File: src/hdl/rate_limit_lowpass_average_chain_top_assert.svh
// ----------------------------------------------------------------------------
// Assertion macros for the smoothing chain
// Each macro expands to one labelled concurrent assertion on the rising
// clock edge, switched off while reset is high.
// ----------------------------------------------------------------------------
`ifndef RATE_LIMIT_LOWPASS_AVERAGE_CHAIN_TOP_ASSERT_SVH
`define RATE_LIMIT_LOWPASS_AVERAGE_CHAIN_TOP_ASSERT_SVH

// Consequent must hold in the same cycle as the antecedent.
`define RLAC_ASSERT_SAME(label, ante, cons) \
   label: assert property (@(posedge clock) disable iff (reset) (ante) |-> (cons)) \
      else $error("smoothing chain check failed");

// Consequent must hold in the cycle after the antecedent.
`define RLAC_ASSERT_NEXT(label, ante, cons) \
   label: assert property (@(posedge clock) disable iff (reset) (ante) |=> (cons)) \
      else $error("smoothing chain check failed");

`endif

File: src/hdl/rlac_pkg.sv
// ----------------------------------------------------------------------------
// rlac_pkg
// Widths, constants and register codes for the slew / low-pass / average chain.
// ----------------------------------------------------------------------------
package rlac_pkg;

   localparam int unsigned SAMPLE_W   = 16;  // signed raw sample
   localparam int unsigned FILT_W     = 32;  // signed Q16.16 result
   localparam int unsigned GAIN_W     = 17;  // unsigned Q1.16, 1.0 included
   localparam int unsigned STEP_W     = 16;  // unsigned slew step
   localparam int unsigned FRAC_W     = 16;  // fraction bits of Q16.16
   localparam int unsigned CSR_DATA_W = 32;
   localparam int unsigned CSR_ADDR_W = 3;

   localparam int unsigned WINDOW_LEN_DEFAULT = 8;

   localparam logic [GAIN_W-1:0] GAIN_ONE   = 17'h1_0000;
   localparam logic [STEP_W-1:0] STEP_RESET = 16'hFFFF;

   // Register index, taken from paddr[2] (registers at byte 0 and 4)
   typedef enum logic [0:0] {
      CSR_GAIN = 1'b0,
      CSR_STEP = 1'b1
   } csr_index_type;

endpackage

File: src/hdl/rate_limit_lowpass_average_chain_top.sv
// ----------------------------------------------------------------------------
// rate_limit_lowpass_average_chain_top: slew limiter, EMA low-pass, moving average
// Pipeline: input transfer to registered result through 4 stages (A, B, C, D).
// Throughput: one sample per cycle unless stalled; each stage holds one item and a stalled
// result ripples back stage by stage. Reset: synchronous, clears valids and filter state.
// ----------------------------------------------------------------------------
module rate_limit_lowpass_average_chain_top #(
   parameter int unsigned WINDOW_LEN = rlac_pkg::WINDOW_LEN_DEFAULT  // power of two
) (
   input  logic                                  clock,
   input  logic                                  reset,
   // input channel
   input  logic                                  req_valid,
   output logic                                  req_stall,
   input  logic signed [rlac_pkg::SAMPLE_W-1:0]  req_sample,
   // result channel
   output logic                                  rsp_valid,
   input  logic                                  rsp_stall,
   output logic signed [rlac_pkg::FILT_W-1:0]    rsp_filtered,
   // configuration port
   input  logic                                  csr_psel,
   input  logic                                  csr_penable,
   input  logic                                  csr_pwrite,
   input  logic [rlac_pkg::CSR_ADDR_W-1:0]       csr_paddr,
   input  logic [rlac_pkg::CSR_DATA_W-1:0]       csr_pwdata,
   output logic [rlac_pkg::CSR_DATA_W-1:0]       csr_prdata,
   output logic                                  csr_pready
);

   localparam int unsigned SHIFT_W = $clog2(WINDOW_LEN);
   localparam int unsigned POS_W   = (WINDOW_LEN > 1) ? $clog2(WINDOW_LEN) : 1;
   localparam int unsigned TOT_W   = rlac_pkg::FILT_W + SHIFT_W;
   localparam int unsigned DIFF_W  = rlac_pkg::SAMPLE_W + 2;
   localparam int unsigned D_W     = rlac_pkg::FILT_W + 1;
   localparam int unsigned PROD_W  = rlac_pkg::GAIN_W + 1 + D_W;
   localparam logic [POS_W-1:0] POS_LAST = POS_W'(WINDOW_LEN - 1);

   // -------------------------------------------------------------------------
   // Configuration registers
   // -------------------------------------------------------------------------
   logic [rlac_pkg::GAIN_W-1:0] gain_ff, gain_in;
   logic [rlac_pkg::STEP_W-1:0] step_ff;
   logic                        csr_write;
   rlac_pkg::csr_index_type     csr_index;

   assign csr_pready = 1'b1;
   assign csr_write  = csr_psel && csr_penable && csr_pwrite && csr_pready;
   assign csr_index  = rlac_pkg::csr_index_type'(csr_paddr[2]);

   // clamp the gain to 1.0 on the way in
   always_comb begin
      if (csr_pwdata[rlac_pkg::GAIN_W-1:0] > rlac_pkg::GAIN_ONE) begin
         gain_in = rlac_pkg::GAIN_ONE;
      end else begin
         gain_in = csr_pwdata[rlac_pkg::GAIN_W-1:0];
      end
   end

   always_ff @(posedge clock) begin
      if (reset) begin
         gain_ff <= rlac_pkg::GAIN_ONE;
         step_ff <= rlac_pkg::STEP_RESET;
      end else if (csr_write) begin
         case (csr_index)
            rlac_pkg::CSR_GAIN: gain_ff <= gain_in;
            rlac_pkg::CSR_STEP: step_ff <= csr_pwdata[rlac_pkg::STEP_W-1:0];
            default: ;
         endcase
      end
   end

   always_comb begin
      case (csr_index)
         rlac_pkg::CSR_GAIN:
            csr_prdata = rlac_pkg::CSR_DATA_W'(gain_ff);
         rlac_pkg::CSR_STEP:
            csr_prdata = rlac_pkg::CSR_DATA_W'(step_ff);
         default:
            csr_prdata = '0;
      endcase
   end

   // -------------------------------------------------------------------------
   // Pipeline flow control
   // Four stages: A input register, B slew limiter, C low-pass, D result.
   // A stage takes a new item when it is empty or its item moves on in the
   // same cycle, so a stalled result does not block the stages behind it
   // until they too are full.
   // -------------------------------------------------------------------------
   logic a_valid_ff, b_valid_ff, c_valid_ff, rsp_valid_ff;
   logic a_load, a_to_b, b_to_c, c_to_d;
   logic a_free, b_free, c_free, d_free;

   assign d_free    = !rsp_valid_ff || !rsp_stall;
   assign c_to_d    = c_valid_ff && d_free;
   assign c_free    = !c_valid_ff || d_free;
   assign b_to_c    = b_valid_ff && c_free;
   assign b_free    = !b_valid_ff || c_free;
   assign a_to_b    = a_valid_ff && b_free;
   assign a_free    = !a_valid_ff || b_free;
   assign req_stall = !a_free;
   assign a_load    = req_valid && !req_stall;
   assign rsp_valid = rsp_valid_ff;

   always_ff @(posedge clock) begin
      if (reset) begin
         a_valid_ff   <= 1'b0;
         b_valid_ff   <= 1'b0;
         c_valid_ff   <= 1'b0;
         rsp_valid_ff <= 1'b0;
      end else begin
         if (a_free) begin
            a_valid_ff <= a_load;
         end
         if (b_free) begin
            b_valid_ff <= a_to_b;
         end
         if (c_free) begin
            c_valid_ff <= b_to_c;
         end
         if (d_free) begin
            rsp_valid_ff <= c_to_d;
         end
      end
   end

   // -------------------------------------------------------------------------
   // Stage A: input register
   // -------------------------------------------------------------------------
   logic signed [rlac_pkg::SAMPLE_W-1:0] a_sample_ff;

   always_ff @(posedge clock) begin
      if (a_load) begin
         a_sample_ff <= req_sample;
      end
   end

   // -------------------------------------------------------------------------
   // Stage B: slew limiter. limited_ff is both the held value and the
   // payload of stage B. The step never overshoots the sample, so the
   // result always fits the sample width.
   // -------------------------------------------------------------------------
   logic signed [rlac_pkg::SAMPLE_W-1:0] limited_ff, limited_in;
   logic signed [DIFF_W-1:0]             slew_diff, slew_step, lim_up, lim_dn;
   logic                                 lim_zero_pass;

   assign lim_zero_pass = (limited_ff == '0) && (a_sample_ff != '0);

   always_comb begin
      slew_diff = DIFF_W'(a_sample_ff) - DIFF_W'(limited_ff);
      slew_step = $signed({2'b00, step_ff});
      lim_up    = DIFF_W'(limited_ff) + slew_step;
      lim_dn    = DIFF_W'(limited_ff) - slew_step;
      if (lim_zero_pass) begin
         // held zero: take the sample as it is
         limited_in = a_sample_ff;
      end else if (slew_diff > slew_step) begin
         limited_in = lim_up[rlac_pkg::SAMPLE_W-1:0];
      end else if (slew_diff < -slew_step) begin
         limited_in = lim_dn[rlac_pkg::SAMPLE_W-1:0];
      end else begin
         limited_in = a_sample_ff;
      end
   end

   always_ff @(posedge clock) begin
      if (reset) begin
         limited_ff <= '0;
      end else if (a_to_b) begin
         limited_ff <= limited_in;
      end
   end

   // -------------------------------------------------------------------------
   // Stage C: exponential low-pass in Q16.16.
   //    s' = floor((g*x + (1-g)*s)) = s + floor(g*(x - s) / 2^16)
   // which needs one 18 x 33 multiply; the arithmetic shift floors.
   // -------------------------------------------------------------------------
   logic signed [rlac_pkg::FILT_W-1:0] smoothed_ff, smoothed_in, lp_xq;
   logic signed [D_W-1:0]              lp_diff;
   logic signed [PROD_W-1:0]           lp_prod, lp_sum;

   always_comb begin
      lp_xq   = $signed({limited_ff, {rlac_pkg::FRAC_W{1'b0}}});
      lp_diff = D_W'(lp_xq) - D_W'(smoothed_ff);
      lp_prod = $signed({1'b0, gain_ff}) * lp_diff;
      lp_sum  = PROD_W'(smoothed_ff) + (lp_prod >>> rlac_pkg::FRAC_W);
      if (smoothed_ff == '0 && limited_ff != '0) begin
         // held zero: take the scaled limited value as it is
         smoothed_in = lp_xq;
      end else begin
         smoothed_in = lp_sum[rlac_pkg::FILT_W-1:0];
      end
   end

   always_ff @(posedge clock) begin
      if (reset) begin
         smoothed_ff <= '0;
      end else if (b_to_c) begin
         smoothed_ff <= smoothed_in;
      end
   end

   // -------------------------------------------------------------------------
   // Window store. The entry an item will overwrite is read as it enters
   // stage C, so the old value is registered by the time the item reaches
   // the average. Valid bits stand for the cleared store after reset; an
   // invalid entry reads as zero. When the item leaving C writes the very
   // entry that the incoming item reads (single-entry window), forward it.
   // -------------------------------------------------------------------------
   logic signed [rlac_pkg::FILT_W-1:0] win_mem [WINDOW_LEN];
   logic [WINDOW_LEN-1:0]              win_valid_ff;
   logic [POS_W-1:0]                   pos_ff, pos_next, rd_addr;
   logic                               rd_forward;
   logic signed [rlac_pkg::FILT_W-1:0] old_ff;

   assign pos_next   = (pos_ff == POS_LAST) ? '0 : pos_ff + 1'b1;
   assign rd_addr    = c_to_d ? pos_next : pos_ff;
   assign rd_forward = c_to_d && (rd_addr == pos_ff);

   always_ff @(posedge clock) begin
      if (c_to_d) begin
         win_mem[pos_ff] <= smoothed_ff;
      end
      if (b_to_c) begin
         if (rd_forward) begin
            old_ff <= smoothed_ff;
         end else if (win_valid_ff[rd_addr]) begin
            old_ff <= win_mem[rd_addr];
         end else begin
            old_ff <= '0;
         end
      end
   end

   always_ff @(posedge clock) begin
      if (reset) begin
         win_valid_ff <= '0;
         pos_ff       <= '0;
      end else if (c_to_d) begin
         win_valid_ff[pos_ff] <= 1'b1;
         pos_ff               <= pos_next;
      end
   end

   // -------------------------------------------------------------------------
   // Stage D: running total and average (arithmetic shift floors)
   // -------------------------------------------------------------------------
   logic signed [TOT_W-1:0]           total_ff, total_in, avg_full;
   logic signed [rlac_pkg::FILT_W-1:0] filtered_ff;

   always_comb begin
      total_in = total_ff - TOT_W'(old_ff) + TOT_W'(smoothed_ff);
      avg_full = total_in >>> SHIFT_W;
   end

   always_ff @(posedge clock) begin
      if (reset) begin
         total_ff <= '0;
      end else if (c_to_d) begin
         total_ff <= total_in;
      end
   end

   always_ff @(posedge clock) begin
      if (c_to_d) begin
         filtered_ff <= avg_full[rlac_pkg::FILT_W-1:0];
      end
   end

   assign rsp_filtered = filtered_ff;

   // -------------------------------------------------------------------------
   // Assertions
   // -------------------------------------------------------------------------
`include "rate_limit_lowpass_average_chain_top_assert.svh"

   // held zero passes a nonzero sample straight through
   `RLAC_ASSERT_NEXT(a_zero_hold_pass, a_to_b && lim_zero_pass, limited_ff == $past(a_sample_ff))
   // the input side only stalls when the input register is occupied
   `RLAC_ASSERT_SAME(a_stall_needs_item, req_stall, a_valid_ff)
   // a gain write never leaves the gain above one
   `RLAC_ASSERT_NEXT(a_gain_clamped, csr_write, gain_ff <= rlac_pkg::GAIN_ONE)

endmodule
File: config.mk
export PLATFORM = sky130hd
export DESIGN_NAME = rate_limit_lowpass_average_chain_top
export DESIGN_NICKNAME = d
export VERILOG_FILES = /design/src/hdl/rlac_pkg.sv /design/src/hdl/rate_limit_lowpass_average_chain_top.sv
export VERILOG_INCLUDE_DIRS = /design/src /design/src/hdl
export SDC_FILE = /design/constraint.sdc
export NUM_CORES = 2
export LEC_CHECK = 0
export ABC_AREA = 1
export BUFFER_PORTS_ARGS = -buffer_cell sky130_fd_sc_hd__buf_2
export CORE_UTILIZATION = 40
export DETAILED_ROUTE_END_ITERATION = 16
export GPL_TIMING_DRIVEN = 0
export PLACE_DENSITY_LB_ADDON = 0.05
export SYNTH_ARGS = -nofsm -noshare
export SYNTH_HDL_FRONTEND = slang
export SYNTH_SLANG_ARGS = --single-unit
export TNS_END_PERCENT = 50
File: constraint.sdc
create_clock -name clock -period 25.3 [get_ports clock]
set_clock_uncertainty 0.1 [all_clocks]
set_input_delay 2.53 -clock clock [delete_from_list [all_inputs] [get_ports clock]]
set_output_delay 2.53 -clock clock [all_outputs]
set_load 0.02 [all_outputs]
==> results list <==
* Count of non-filler cells in the finished layout: 7,076
- Worst-path cell with the longest stage delay: sky130_fd_sc_hd__xnor2_1
- CTS Root Buffer Type: sky130_fd_sc_hd__clkbuf_16
- Die Outline Area: 116,000 sq um
- Per-cell routed wire length: 22.1 um
- Maximum number of pins on one net before global-route repair: 32
* Post CTS Setup Buffer Count: 0
- Using the TritonRoute via totals, the vias-per-cell ratio works out to 5.20.
* Num CTS Buffers: 50
- Worst endpoint required time: 25.66 ns
- Total global-route track usage: 27.1%
- Post-CTS sizing: 0
* CTS H-Tree Depth: 2
* Count of placed standard cells including taps: 6,984
- Final critical-path share of the clock period: 46.2%
* Transition time at the pin with the least slew margin: 1.39 ns
- During synthesis, Yosys emitted a total of 0 warnings.
- The netlist uses 63 different library cells.
- The worst register-to-register path has a depth of 41.
- Post-layout min period: 11.68 ns
- Worst setup path endpoint: smoothed_ff[30]$_SDFFE_PP0P_
- CP dominant cell by count: sky130_fd_sc_hd__nand2_1
- Die width: 340 um
* DRC violations left: 0
* Count of input and output buffers: 89
- Number of clock sinks: 467
- The filler cells instantiated in the layout total 11,500.
- Clock-pin slew was measured on the worst setup and hold paths at 0.08 ns.
* Number of antenna diodes: 0
- Count of pins on the block boundary: 125
* Vias in the first global route: 37,100
* Post-synthesis instance area: 45,800 sq um
* Area of the core region: 113,000 sq um
- The die is 340 um tall.
- Starting density of the core: 40.5%
* Proportion of layout cells with a drive suffix above 1: 5.49%
* Flops & latches, synth: 467
* Routed wire length: 156,000 um
* Run status: completed
* Critical setup path kind: flop to flop
* Detailed-placement wirelength estimate: 128,000 um
- Hold Vio Cnt, Final: 0
- After global routing the overflow that remains totals 0.
- TritonCTS built the clock tree.
* Achievable frequency: 85.6 MHz
- Clock Latency Late Sink: 0.62 ns
- Sequential-to-total area share from yosys stat: 27.8%
- Across all register-to-register paths, the minimum setup slack is 13.62 ns.
* Clock tree buffer depth: 3
- Pins over their slew limit: 0
* Number of DRC markers after the initial detailed-route iteration: 2,600
- For the worst setup path, the data arrival time is 12.05 ns.
- Post-synthesis average cell area: 8.53 sq um
* Final setup violation count: 0
- STA classifies the critical path endpoint as a flop.
- Detailed-route via count: 36,800
- The first global-routing pass estimated 235,000 um of wire.
- The count of nets left with antenna violations once routing finished came out at 0.
- Buffers inserted to repair hold after CTS numbered 0.
- The area growth from synthesis to layout is 9.69%.
- Setup repair after global routing left no endpoint under its margin.
- Highest cell delay on the worst timing path: 1.09 ns
- Synthesis produced 5,370 cells.
- Routability Congestion: 0.941
- Measured against its own limit, the worst slew margin works out to 6.95%.
* Net total in the final layout: 6,425
- Critical Path Fanout Max: 12
- Startpoint of the worst register-to-register path: smoothed_ff[23]$_SDFFE_PP0P_
* Sum Neg Setup Slack: 0 ns
- In this run the worst hold path is classified as flop to flop.
* Number of antenna violations at the first check in global routing: 1
- Across the run, the number of max-cap violations was 0.
* Number of rows in the core area: 123
- End of the worst register-to-register path: smoothed_ff[30]$_SDFFE_PP0P_
- In this run the worst setup path begins at smoothed_ff[23]$_SDFFE_PP0P_.
- The pre-antenna-repair detailed-routing pass consisted of 6 iterations.
- The worst setup path is launched from a flop.
[Yosys cell counts, drive strengths merged]
master	number	area, sq um
inv	1143	4290
nand2	855	3220
nor2	577	2210
fa	552	11100
o21ai	356	1800
a21oi	338	1710
edfxtp	336	10100
ha	279	3490
clkbuf	173	649
dfxtp	131	2620
xor2	104	918
nand3	103	528
xnor2	41	367
o221ai	38	333
buf	35	233
nand4	32	200
nor3	32	160
o221a	31	349
o32ai	31	272
o211ai	28	210
a211oi	21	158
nor4	21	131
a31oi	20	125
or2	16	100
o21bai	14	109
a21o	12	90.1
o21a	8	60.1
clkinv	7	38.8
o31ai	7	66.3
a21boi	4	30.0
a221oi	4	35.0
o2111ai	4	35.0
o22ai	4	25.0
conb	2	7.51
nand3b	2	15.0
a2111oi	1	8.76
a31o	1	8.76
a32oi	1	8.76
and2	1	6.26
and3	1	6.26
mux2i	1	10.0
nor3b	1	7.51
or3	1	6.26
or4	1	7.51
[metrics by stage]
step	worst slack [ns]	util [%]	cell area, sq um	hold WS [ns]
2_1_floorplan	16.59	-	45800	0.333
3_3_place_gp	13.60	42.6	48200	0.348
5_1_grt	12.93	44.5	50200	0.390
4_1_cts	13.56	44.5	50200	0.370
6_report	13.62	44.5	50200	0.366
3_5_place_dp	13.64	42.9	48500	0.355
[critical path, delay by kind of cell (launching register included)]
kind / cells / cell delay [ns]
AO/OA/AOI/OAI: 7 / 1.35
XOR/XNOR: 2 / 1.39
adder cells (fa/ha/maj): 9 / 4.24
buffers and inverters: 8 / 1.26
flip-flops: 1 / 0.74
AND/OR/NAND/NOR: 15 / 2.42
[area by class of cell]
cell class | count | area (sq um) | area share, %
buffer | 208 | 883 | 1.76
clock buffer | 68 | 1430 | 2.85
clock inverter | 24 | 332 | 0.660
inverter | 1150 | 4330 | 8.62
multi-input combinational | 3559 | 28000 | 55.7
sequential | 467 | 12700 | 25.3
tap | 1500 | 1880 | 3.74
timing repair buffer | 100 | 676 | 1.35
[sequential cells by signal, summed over array words and instances (netlist names)]
signal        count
total_ff         35
b_valid_ff        1
win_mem         256
step_ff          16
rsp_filtered     32
limited_ff       16
rsp_valid         1
smoothed_ff      32
gain_ff          17
a_sample_ff      16
win_valid_ff      8
pos_ff            3
c_valid_ff        1
a_valid_ff        1
old_ff           32
[kinds of logic after synthesis]
| logic type | Yosys count | share of synthesized area (%) |
|---|---|---|
| other | 2 | 0.0164 |
| adder cells (fa/ha/maj) | 831 | 31.8 |
| flip-flops | 467 | 27.8 |
| AO/OA/AOI/OAI | 923 | 11.9 |
| multiplexers | 1 | 0.0219 |
| AND/OR/NAND/NOR | 1643 | 14.4 |
| buffers and inverters | 1358 | 11.4 |
| XOR/XNOR | 145 | 2.81 |
[layer usage]
layer,track usage (%),routed length (um)
met1,36.6,69200
met2,44.7,72800
met3,3.10,8020
met4,10.1,6420
met5,0,20
[placed cells by master, fill, tap and decap left out, types with 13 or more instances in the layout]
master,synthesis,final
sky130_fd_sc_hd__inv_1,1126,1126
sky130_fd_sc_hd__nand2_1,852,852
sky130_fd_sc_hd__nor2_1,563,555
sky130_fd_sc_hd__fa_1,552,552
sky130_fd_sc_hd__o21ai_0,348,348
sky130_fd_sc_hd__a21oi_1,336,336
sky130_fd_sc_hd__edfxtp_1,336,336
sky130_fd_sc_hd__ha_1,279,279
sky130_fd_sc_hd__clkbuf_1,173,181
sky130_fd_sc_hd__dfxtp_1,131,131
sky130_fd_sc_hd__xor2_1,103,102
sky130_fd_sc_hd__nand3_1,102,102
sky130_fd_sc_hd__buf_2,12,101
sky130_fd_sc_hd__clkbuf_16,0,52
sky130_fd_sc_hd__xnor2_1,40,40
sky130_fd_sc_hd__o221ai_1,38,38
sky130_fd_sc_hd__nor3_1,32,32
sky130_fd_sc_hd__nand4_1,32,32
sky130_fd_sc_hd__o32ai_1,31,31
sky130_fd_sc_hd__o211ai_1,28,28
sky130_fd_sc_hd__o221a_2,24,24
sky130_fd_sc_hd__nor4_1,21,21
sky130_fd_sc_hd__a211oi_1,21,21
sky130_fd_sc_hd__a31oi_1,20,20
sky130_fd_sc_hd__inv_2,17,17
sky130_fd_sc_hd__buf_4,17,17
sky130_fd_sc_hd__or2_2,16,16
sky130_fd_sc_hd__conb_1,2,16
sky130_fd_sc_hd__o21bai_1,13,13
[worst min path at each step]
stage,slack [ns],cells past startpoint,from,endpoint
floorplan,0.33,2,win_valid_ff[2]$_SDFFE_PP0P_,win_valid_ff[2]$_SDFFE_PP0P_
global placement,0.35,2,win_valid_ff[6]$_SDFFE_PP0P_,win_valid_ff[6]$_SDFFE_PP0P_
detailed placement,0.35,2,win_valid_ff[6]$_SDFFE_PP0P_,win_valid_ff[6]$_SDFFE_PP0P_
CTS,0.37,2,win_valid_ff[6]$_SDFFE_PP0P_,win_valid_ff[6]$_SDFFE_PP0P_
global route,0.39,2,win_valid_ff[6]$_SDFFE_PP0P_,win_valid_ff[6]$_SDFFE_PP0P_
finish,0.37,2,win_valid_ff[6]$_SDFFE_PP0P_,win_valid_ff[6]$_SDFFE_PP0P_
Power is not shown: default switching activity piles up to over one toggle a cycle in this logic, so the estimate is an artifact.
